`src/bprq_pkg.sv`:
```
`timescale 1ns / 1ps
// Shared types, constants and helpers for the button press repeat qualifier.
package bprq_pkg;

   localparam int QueueDepthDefault = 8;
   localparam int NumButtonsDefault = 4;
   localparam int MaxButtons        = 4;

   localparam int CountWidth = 12;
   localparam int CodeWidth  = 4;
   localparam int MaskWidth  = 4;
   localparam int PendWidth  = 3;
   localparam int CsrIdxWidth = 3;

   localparam logic [CountWidth-1:0] COUNT_MAX = '1;

   // Opcodes of an input transfer
   localparam logic OP_TICK = 1'b0;
   localparam logic OP_POP  = 1'b1;

   // Configuration register indexes
   localparam logic [CsrIdxWidth-1:0] CSR_DEBOUNCE      = 3'd0;
   localparam logic [CsrIdxWidth-1:0] CSR_LONG_PRESS    = 3'd1;
   localparam logic [CsrIdxWidth-1:0] CSR_REPEAT_START  = 3'd2;
   localparam logic [CsrIdxWidth-1:0] CSR_REPEAT_PERIOD = 3'd3;
   localparam logic [CsrIdxWidth-1:0] CSR_IMMEDIATE     = 3'd4;
   localparam logic [CsrIdxWidth-1:0] CSR_LONG_ENABLE   = 3'd5;
   localparam logic [CsrIdxWidth-1:0] CSR_REPEAT_ENABLE = 3'd6;

   // Register reset values
   localparam logic [CountWidth-1:0] DEBOUNCE_RESET      = 12'd2;
   localparam logic [CountWidth-1:0] LONG_PRESS_RESET    = 12'd120;
   localparam logic [CountWidth-1:0] REPEAT_START_RESET  = 12'd60;
   localparam logic [CountWidth-1:0] REPEAT_PERIOD_RESET = 12'd16;
   localparam logic [MaskWidth-1:0]  IMMEDIATE_RESET     = 4'd3;
   localparam logic [MaskWidth-1:0]  LONG_ENABLE_RESET   = 4'd12;
   localparam logic [MaskWidth-1:0]  REPEAT_ENABLE_RESET = 4'd3;

   // Event codes
   localparam logic [CodeWidth-1:0] EV_NONE = 4'd0;
   localparam logic [CodeWidth-1:0] PRESS_CODES [MaxButtons] = '{4'd1, 4'd3, 4'd5, 4'd7};
   localparam logic [CodeWidth-1:0] HOLD_CODES  [MaxButtons] = '{4'd2, 4'd4, 4'd6, 4'd8};

   typedef struct packed {
      logic [CountWidth-1:0] debounce;
      logic [CountWidth-1:0] long_press;
      logic [CountWidth-1:0] repeat_start;
      logic [CountWidth-1:0] repeat_period;
      logic                  immediate;
      logic                  long_enable;
      logic                  repeat_enable;
   } btn_cfg_type;

   typedef struct packed {
      logic                 push;
      logic [CodeWidth-1:0] code;
   } push_req_type;

   function automatic logic [CountWidth-1:0] sat_inc(input logic [CountWidth-1:0] v);
      sat_inc = (v == COUNT_MAX) ? v : v + 1'b1;
   endfunction

endpackage

```
`src/bprq_button.sv`:
```
`timescale 1ns / 1ps
// Per-button debounce, long press and auto-repeat state machine.
module bprq_button #(
   parameter int BTN_INDEX = 0
) (
   input  logic                  clock,
   input  logic                  reset,
   input  logic                  tick_en,
   input  logic                  level,
   input  bprq_pkg::btn_cfg_type cfg,
   output bprq_pkg::push_req_type push_req
);
   import bprq_pkg::*;

   typedef enum logic [1:0] {
      PH_IDLE     = 2'd0,
      PH_DEBOUNCE = 2'd1,
      PH_PRESSED  = 2'd2,
      PH_HELD     = 2'd3
   } phase_type;

   localparam logic [CodeWidth-1:0] PRESS_CODE = PRESS_CODES[BTN_INDEX];
   localparam logic [CodeWidth-1:0] HOLD_CODE  = HOLD_CODES[BTN_INDEX];

   phase_type             phase_ff, phase_in;
   logic [CountWidth-1:0] phase_cnt_ff, phase_cnt_in;
   logic [CountWidth-1:0] hold_cnt_ff, hold_cnt_in;
   logic [CountWidth-1:0] phase_inc, hold_inc;

   always_comb begin
      phase_in      = phase_ff;
      phase_cnt_in  = phase_cnt_ff;
      hold_cnt_in   = hold_cnt_ff;
      phase_inc     = sat_inc(phase_cnt_ff);
      hold_inc      = sat_inc(hold_cnt_ff);
      push_req.push = 1'b0;
      push_req.code = EV_NONE;
      if (tick_en) begin
         unique case (phase_ff)
            PH_IDLE: begin
               if (level) begin
                  phase_in     = PH_DEBOUNCE;
                  phase_cnt_in = '0;
               end
            end
            PH_DEBOUNCE: begin
               if (!level) begin
                  phase_in = PH_IDLE;
               end else begin
                  phase_cnt_in = phase_inc;
                  if (phase_inc >= cfg.debounce) begin
                     phase_in      = PH_PRESSED;
                     hold_cnt_in   = '0;
                     push_req.push = cfg.immediate;
                     push_req.code = PRESS_CODE;
                  end
               end
            end
            PH_PRESSED: begin
               hold_cnt_in = hold_inc;
               if (!level) begin
                  phase_in      = PH_IDLE;
                  push_req.push = !cfg.immediate;
                  push_req.code = PRESS_CODE;
               end else if ((cfg.long_enable && hold_inc >= cfg.long_press) ||
                            (cfg.repeat_enable && hold_inc >= cfg.repeat_start)) begin
                  phase_in      = PH_HELD;
                  phase_cnt_in  = '0;
                  push_req.push = 1'b1;
                  push_req.code = HOLD_CODE;
               end
            end
            PH_HELD: begin
               if (!level) begin
                  phase_in = PH_IDLE;
               end else if (cfg.repeat_enable) begin
                  if (phase_inc >= cfg.repeat_period) begin
                     phase_cnt_in  = '0;
                     push_req.push = 1'b1;
                     push_req.code = HOLD_CODE;
                  end else begin
                     phase_cnt_in = phase_inc;
                  end
               end
            end
            default: begin
               phase_in = PH_IDLE;
            end
         endcase
      end
   end

   always_ff @(posedge clock) begin
      if (reset) begin
         phase_ff     <= PH_IDLE;
         phase_cnt_ff <= '0;
         hold_cnt_ff  <= '0;
      end else begin
         phase_ff     <= phase_in;
         phase_cnt_ff <= phase_cnt_in;
         hold_cnt_ff  <= hold_cnt_in;
      end
   end

endmodule

```
`src/bprq_queue.sv`:
```
`timescale 1ns / 1ps
// Event ring buffer: several ordered pushes per tick, one pop per transfer.
module bprq_queue #(
   parameter int DEPTH    = 8,
   parameter int NUM_PUSH = 4
) (
   input  logic                                clock,
   input  logic                                reset,
   input  logic                                tick_en,
   input  logic                                pop_en,
   input  bprq_pkg::push_req_type [NUM_PUSH-1:0] push_reqs,
   output logic [bprq_pkg::CodeWidth-1:0]      pop_code,
   output logic [bprq_pkg::PendWidth-1:0]      pending
);
   import bprq_pkg::*;

   localparam int IdxWidth = (DEPTH > 1) ? $clog2(DEPTH) : 1;
   localparam int ExtWidth = IdxWidth + 1;
   localparam logic [IdxWidth-1:0] LAST_SLOT = IdxWidth'(DEPTH - 1);

   logic [CodeWidth-1:0] store_ff [DEPTH];
   logic [CodeWidth-1:0] store_in [DEPTH];
   logic [IdxWidth-1:0]  wr_ff, wr_in;
   logic [IdxWidth-1:0]  rd_ff, rd_in;
   logic [IdxWidth-1:0]  nx;
   logic [ExtWidth-1:0]  fill;
   logic [ExtWidth+PendWidth-1:0] fill_x;

   function automatic logic [IdxWidth-1:0] next_slot(input logic [IdxWidth-1:0] i);
      next_slot = (i == LAST_SLOT) ? '0 : i + 1'b1;
   endfunction

   // Pushes go in button order; drop any that meets a full ring.
   always_comb begin
      store_in = store_ff;
      wr_in    = wr_ff;
      rd_in    = rd_ff;
      nx       = '0;
      pop_code = EV_NONE;
      if (tick_en) begin
         for (int b = 0; b < NUM_PUSH; b++) begin
            nx = next_slot(wr_in);
            if (push_reqs[b].push && nx != rd_ff) begin
               store_in[wr_in] = push_reqs[b].code;
               wr_in           = nx;
            end
         end
      end
      if (pop_en && wr_ff != rd_ff) begin
         pop_code = store_ff[rd_ff];
         rd_in    = next_slot(rd_ff);
      end
   end

   assign fill = (wr_in >= rd_in) ? ExtWidth'(wr_in) - ExtWidth'(rd_in)
                                  : ExtWidth'(DEPTH) - ExtWidth'(rd_in) + ExtWidth'(wr_in);
   assign fill_x  = (ExtWidth+PendWidth)'(fill);
   assign pending = fill_x[PendWidth-1:0];

   always_ff @(posedge clock) begin
      store_ff <= store_in;
   end

   always_ff @(posedge clock) begin
      if (reset) begin
         wr_ff <= '0;
         rd_ff <= '0;
      end else begin
         wr_ff <= wr_in;
         rd_ff <= rd_in;
      end
   end

endmodule

```
`src/button_press_repeat_qualifier_top.sv`:
```
`timescale 1ns / 1ps
// Top level of the button press repeat qualifier.
//
// Request channel (req_*): each transfer carries an opcode and four button
// levels. A tick advances every button's debounce / press / hold machine and
// may queue press, long and repeat events in button order. A pop takes the
// oldest queued event.
// Response channel (rsp_*): exactly one response per request: the popped
// event code (0 for a tick or an empty pop) and the events still queued.
// The queue keeps QUEUE_DEPTH-1 events; a push into a full queue is dropped.
// Configuration (csr_*): single-cycle writes of thresholds and per-button
// masks, to be issued by the user only while the block is idle; the block does not enforce it.
//
// Timing: a request is registered on accept and evaluated in one pass into
// the response register, which raises rsp_valid; a stall on the response can
// hold the request in the input register in between. One request per cycle is
// sustained while rsp_ready stays high; the one-pass logic sets that.
// Reset: all buttons idle, counters zero, queue empty, registers at defaults.
// Stall: while rsp_ready is low the response holds; one more request waits in
// the input register, then req_ready drops.
module button_press_repeat_qualifier_top #(
   parameter int QUEUE_DEPTH = bprq_pkg::QueueDepthDefault,
   parameter int NUM_BUTTONS = bprq_pkg::NumButtonsDefault
) (
   input  logic                              clock,
   input  logic                              reset,
   input  logic                              req_valid,
   output logic                              req_ready,
   input  logic                              req_opcode,
   input  logic [bprq_pkg::MaskWidth-1:0]    req_button_levels,
   output logic                              rsp_valid,
   input  logic                              rsp_ready,
   output logic [bprq_pkg::CodeWidth-1:0]    rsp_event_code,
   output logic [bprq_pkg::PendWidth-1:0]    rsp_pending_count,
   input  logic                              csr_write_en,
   input  logic [bprq_pkg::CsrIdxWidth-1:0]  csr_index,
   input  logic [bprq_pkg::CountWidth-1:0]   csr_wdata
);
   import bprq_pkg::*;

   // Configuration registers
   logic [CountWidth-1:0] debounce_ff, long_press_ff, repeat_start_ff, repeat_period_ff;
   logic [MaskWidth-1:0]  immediate_ff, long_enable_ff, repeat_enable_ff;

   // Input stage
   logic                 in_valid_ff, in_valid_in;
   logic                 in_opcode_ff;
   logic [MaskWidth-1:0] in_levels_ff;

   // Response stage
   logic                 rsp_valid_ff, rsp_valid_in;
   logic [CodeWidth-1:0] rsp_code_ff;
   logic [PendWidth-1:0] rsp_pend_ff;

   logic                 advance;
   logic                 tick_en;
   logic                 pop_en;
   logic [CodeWidth-1:0] pop_code;
   logic [PendWidth-1:0] pending;
   push_req_type [NUM_BUTTONS-1:0] push_reqs;

   // Move the held request forward whenever the response slot is free or draining.
   assign advance   = in_valid_ff && (!rsp_valid_ff || rsp_ready);
   assign req_ready = !in_valid_ff || advance;
   assign tick_en   = advance && (in_opcode_ff == OP_TICK);
   assign pop_en    = advance && (in_opcode_ff == OP_POP);

   // Configuration writes; out-of-range indexes are ignored.
   always_ff @(posedge clock) begin
      if (reset) begin
         debounce_ff      <= DEBOUNCE_RESET;
         long_press_ff    <= LONG_PRESS_RESET;
         repeat_start_ff  <= REPEAT_START_RESET;
         repeat_period_ff <= REPEAT_PERIOD_RESET;
         immediate_ff     <= IMMEDIATE_RESET;
         long_enable_ff   <= LONG_ENABLE_RESET;
         repeat_enable_ff <= REPEAT_ENABLE_RESET;
      end else if (csr_write_en) begin
         unique case (csr_index)
            CSR_DEBOUNCE:      debounce_ff      <= csr_wdata;
            CSR_LONG_PRESS:    long_press_ff    <= csr_wdata;
            CSR_REPEAT_START:  repeat_start_ff  <= csr_wdata;
            CSR_REPEAT_PERIOD: repeat_period_ff <= csr_wdata;
            CSR_IMMEDIATE:     immediate_ff     <= csr_wdata[MaskWidth-1:0];
            CSR_LONG_ENABLE:   long_enable_ff   <= csr_wdata[MaskWidth-1:0];
            CSR_REPEAT_ENABLE: repeat_enable_ff <= csr_wdata[MaskWidth-1:0];
            default: begin
            end
         endcase
      end
   end

   // Input register: load on every request transfer, clear when consumed.
   always_comb begin
      in_valid_in = in_valid_ff;
      if (req_ready) begin
         in_valid_in = req_valid;
      end
   end

   always_ff @(posedge clock) begin
      if (reset) begin
         in_valid_ff <= 1'b0;
      end else begin
         in_valid_ff <= in_valid_in;
      end
   end

   always_ff @(posedge clock) begin
      if (req_valid && req_ready) begin
         in_opcode_ff <= req_opcode;
         in_levels_ff <= req_button_levels;
      end
   end

   // One state machine per button; buttons above NUM_BUTTONS do not exist.
   for (genvar b = 0; b < NUM_BUTTONS; b++) begin : g_button
      btn_cfg_type cfg;

      assign cfg.debounce      = debounce_ff;
      assign cfg.long_press    = long_press_ff;
      assign cfg.repeat_start  = repeat_start_ff;
      assign cfg.repeat_period = repeat_period_ff;
      assign cfg.immediate     = immediate_ff[b];
      assign cfg.long_enable   = long_enable_ff[b];
      assign cfg.repeat_enable = repeat_enable_ff[b];

      bprq_button #(
         .BTN_INDEX (b)
      ) u_button (
         .clock    (clock),
         .reset    (reset),
         .tick_en  (tick_en),
         .level    (in_levels_ff[b]),
         .cfg      (cfg),
         .push_req (push_reqs[b])
      );
   end

   bprq_queue #(
      .DEPTH    (QUEUE_DEPTH),
      .NUM_PUSH (NUM_BUTTONS)
   ) u_queue (
      .clock     (clock),
      .reset     (reset),
      .tick_en   (tick_en),
      .pop_en    (pop_en),
      .push_reqs (push_reqs),
      .pop_code  (pop_code),
      .pending   (pending)
   );

   // Response register: load on advance, drop valid once the transfer completes.
   always_comb begin
      rsp_valid_in = rsp_valid_ff;
      if (advance) begin
         rsp_valid_in = 1'b1;
      end else if (rsp_ready) begin
         rsp_valid_in = 1'b0;
      end
   end

   always_ff @(posedge clock) begin
      if (reset) begin
         rsp_valid_ff <= 1'b0;
      end else begin
         rsp_valid_ff <= rsp_valid_in;
      end
   end

   always_ff @(posedge clock) begin
      if (advance) begin
         rsp_code_ff <= pop_code;
         rsp_pend_ff <= pending;
      end
   end

   assign rsp_valid         = rsp_valid_ff;
   assign rsp_event_code    = rsp_code_ff;
   assign rsp_pending_count = rsp_pend_ff;

endmodule
```
`config.mk`:
```
export PLATFORM = sky130hd
export DESIGN_NAME = button_press_repeat_qualifier_top
export DESIGN_NICKNAME = d
export VERILOG_FILES = /design/src/bprq_pkg.sv /design/src/bprq_button.sv /design/src/bprq_queue.sv /design/src/button_press_repeat_qualifier_top.sv
export SDC_FILE = /design/constraint.sdc
export NUM_CORES = 1
export LEC_CHECK = 0
export BUFFER_PORTS_ARGS = -buffer_cell sky130_fd_sc_hd__clkbuf_2
export CAP_MARGIN = 5
export CORE_ASPECT_RATIO = 1.75
export CORE_MARGIN = 1.5
export CORE_UTILIZATION = 45
export CTS_BUF_LIST = sky130_fd_sc_hd__clkbuf_4
export CTS_CLUSTER_DIAMETER = 200
export DETAILED_ROUTE_END_ITERATION = 8
export PLACE_DENSITY = 0.65
export RECOVER_POWER = 100
export SLEW_MARGIN = 20
export SYNTH_ARGS = -nofsm -noshare
export SYNTH_HDL_FRONTEND = slang
export SYNTH_HIERARCHICAL = 1
export SYNTH_SLANG_ARGS = --single-unit
```
`constraint.sdc`:
```
create_clock -name clock -period 37.7 [get_ports clock]
set_input_delay 5.655 -clock clock [delete_from_list [all_inputs] [get_ports clock]]
set_output_delay 5.655 -clock clock [all_outputs]
set_load 0.02 [all_outputs]
```
==> summary.txt <==
Worst setup path
  – Setup CP Type: in2reg
  – Max FO, Critical Path: 52
  – CP Data Arrival Time: 17.28 ns
  – Startpoint types: input port
  – Crit-path slowest cell: clkbuf_1
  – CP Data Required Time: 38.19 ns
  – CP max stage delay: 1.76 ns
  – Bufs and invs on worst path: 3
  – Worst setup EP type: flop
  – Top cell family by delay on the critical path: compound AO/OA/AOI/OAI gates

Cells and area
  – Fillers: 4110
  – Register Area: 0.00476 mm^2
  – Post-Route Utilization: 48.5%
  – Share of cells above drive strength 1: 10.8%
  – Area Growth Syn to Fin: 6.09%
  – Final instance area: 0.0198 mm^2
  – Nets: 2495
  – Area of the multi-input gates: 0.0125 mm^2

Global routing
  – Initial antenna violation count: 1
  – Vias in the first global route: 16776
  – Total Routing Usage GR: 26.4%
  – Total gr overflow: 0
  – First-pass GRT wire length: 87.8 mm
  – Largest net degree at the start of global routing: 75

Synth
  – Post-synth top area cell: dfxtp_1
  – Largest cells by area after synthesis: dfxtp_1, ha_1, edfxtp_1
  – Ys async rst share: 0%
  – Most used DFF post-synth: dfxtp_1
  – Most common cell in the netlist: inv_1
  – Synth warn: 6
  – Synthesized area per cell: 8.36 um^2
  – Yosys top cell area share: 18.4%
  – Seq/Total Area, Yosys: 25.5%
  – Synth Cell Area: 0.0187 mm^2
  – Number of flops mapped to enable cells by yosys: 44
  – Unique masters post-synth: 105
  – Syn Inst Count: 2239
  – #FFs+latches synth: 216
  – Top post-synthesis cells by count: inv_1, ha_1, nand2_1

Drt
  – Drt first pass iters: 6
  – Routed wl met2: 29.3 mm
  – DRC viols: 0
  – Wire per inst: 19.8 um
  – Via count: 16858
  – Routed Antenna Nets: 0
  – Via density: 5.89
  – Met3 routed WL: 2.53 mm
  – Met1 WL: 19.7 mm
  – Highest Signal Layer: met4
  – DRT Wirelength: 56.8 mm
  – Starting DRT DRC Count: 861

Clock network
  – Clock sink count: 216
  – CTS resizes: 0
  – Clock buffer count from CTS: 58
  – Post-CTS Hold Fix Bufs: 0
  – CTS tree: built
  – Clk buf depth: 3
  – Clock latency on the worst-skew pair: 0.77 ns
  – Number of setup buffers added after CTS: 0
  – Htree depth: 2
  – Root buffer cell: clkbuf_4
  – Clk slew on worst S/H paths: 0.07 ns

Timing
  – Max frequency: 59.6 MHz
  – Pins Over Slew Limit: 242
  – Final hold viol count: 0
  – Post-Route Setup TNS: 0 ns
  – Fin crit share: 44.5%
  – Min Tclk post-route: 16.79 ns
  – Max_slew headroom: -96.9%
  – RSZ-0062 raised after global routing: false
  – Final setup fails: 0
  – Slew @ Worst Pin: 2.95 ns
  – Clock skew: 0.0421 ns

Die
  – Initial core utilization: 45.7%
  – FP Rows: 98
  – Core area: 0.0410 mm^2
  – Die Ht: 273 um
  – DIE AREA: 0.0429 mm^2
  – Die Wd: 157 um
  – Ports: 34

Place
  – DP Area: 0.0192 mm^2
  – Number of buffers added on ports: 33
  – Global placement routability congestion: 0.952
  – HPWL after DPL: 43.9 mm

Power
  – Lkg Pwr: 8.31 nW
  – Final Power: 0.000488 W
  – Max IR drop VDD: 26.7 uV
  – Pwr per Cell Area: 24.6 mW/mm^2

Flow run
  – Max-cap violations: 5

Status
  – Failing checks: capacitance limit, slew limit
  – Outcome: finished, violations left

Min path
  – Tightest Hold Check Type: reg2reg
-- report_power, final --
| part | internal [W] | switching, W |
|---|---|---|
| sequential | 0.000239 | 0.00000618 |
| clock | 0.0000918 | 0.000110 |
| combinational | 0.0000155 | 0.0000262 |
-- through the flow --
stage | worst slack (ns) | instances | hold slack [ns]
floorplan | 20.46 | 2240 | 0.461
global placement | 22.64 | 2752 | 0.474
detailed placement | 22.56 | 2752 | 0.485
CTS | 23.33 | 2859 | 0.504
global route | 19.95 | 2861 | 0.524
finish | 20.91 | 2861 | 0.501
-- state kept, by name, summed over array words and instances, names as in the netlist, 4 cells and up --
signal and count:
g_button.u_button/phase_cnt_ff 48, repeat_period_ff 12, repeat_enable_ff 4, u_queue/store_ff 32
rsp_event_code 4, g_button.u_button/hold_cnt_ff 48, repeat_start_ff 12, immediate_ff 4
long_enable_ff 4, debounce_ff 12, in_levels_ff 4, g_button.u_button/phase_ff 8
long_press_ff 12
-- path summary, 6_finish.rpt --
path	start	endpoint	slack (ns)	cells past startpoint
setup / recovery	rsp_ready	rsp_pending_count[2]$_DFFE_PP_	20.91	36
hold / removal	g_button[2].u_button/phase_cnt_ff[1]$_SDFFE_PP0P_	g_button[2].u_button/phase_cnt_ff[1]$_SDFFE_PP0P_	0.50	2
setup reg to reg	g_button[0].u_button/hold_cnt_ff[0]$_SDFFE_PP0P_	rsp_pending_count[2]$_DFFE_PP_	25.52	39
hold reg to reg	g_button[2].u_button/phase_cnt_ff[1]$_SDFFE_PP0P_	g_button[2].u_button/phase_cnt_ff[1]$_SDFFE_PP0P_	0.50	2
-- worst reg2reg max path: cells and delay by family (launching register included) --
kind	cells	cell delay (ns)
compound gates	11	3.60
xor+xnor	6	1.29
fa+ha+maj	6	1.94
buf+inv	1	0.13
flops	1	0.49
mux	3	1.56
simple gates	12	2.88
-- per-layer routing --
layer / GRT usage [%] / up-vias
met5: 0 / -
met4: 21.8 / 0
met3: 3.57 / 257
met2: 49.6 / 547
met1: 25.1 / 7921
li1: - / 8133
-- final cells by class --
cell class                      count  area share, %
Tap cell                          550           3.47
Clock inverter                     35          0.788
Antenna cell                        2         0.0252
Inverter                          241           4.56
Timing Repair Buffer               47           1.21
Sequential cell                   216           24.0
Multi-Input combinational cell   1698           63.2
Clock buffer                       72           2.72
-- kinds of logic after synthesis --
family	count (synthesis)	synth area share, %
simple gates	752	20.9
mux	181	10.6
flops	216	25.5
fa+ha+maj	208	14.0
compound gates	499	19.2
other cells	3	0.0602
xor+xnor	54	2.57
buf+inv	326	7.32
-- cells in the final DEF (no fill, tap or decap), types with 12 or more instances in the layout --
master      n
inv_1     240
ha_1      207
nand2_1   196
nor2_1    174
dfxtp_1   172
mux2i_1   121
a21oi_1   118
nand2b_1   89
o21ai_0    83
clkbuf_4   72
nand3_1    65
mux2_2     51
xnor2_1    45
edfxtp_1   44
a22o_1     42
nand4_1    37
nor3_1     37
a21o_1     30
o211ai_1   25
a31oi_1    24
o21a_1     24
nor2b_1    21
clkbuf_2   21
and3_1     20
clkinv_1   20
a211oi_1   20
and4_1     16
clkbuf_1   16
clkinv_2   13
or2_2      13
o31a_1     12
No activity file was read; power rests on OpenSTA's default activity.
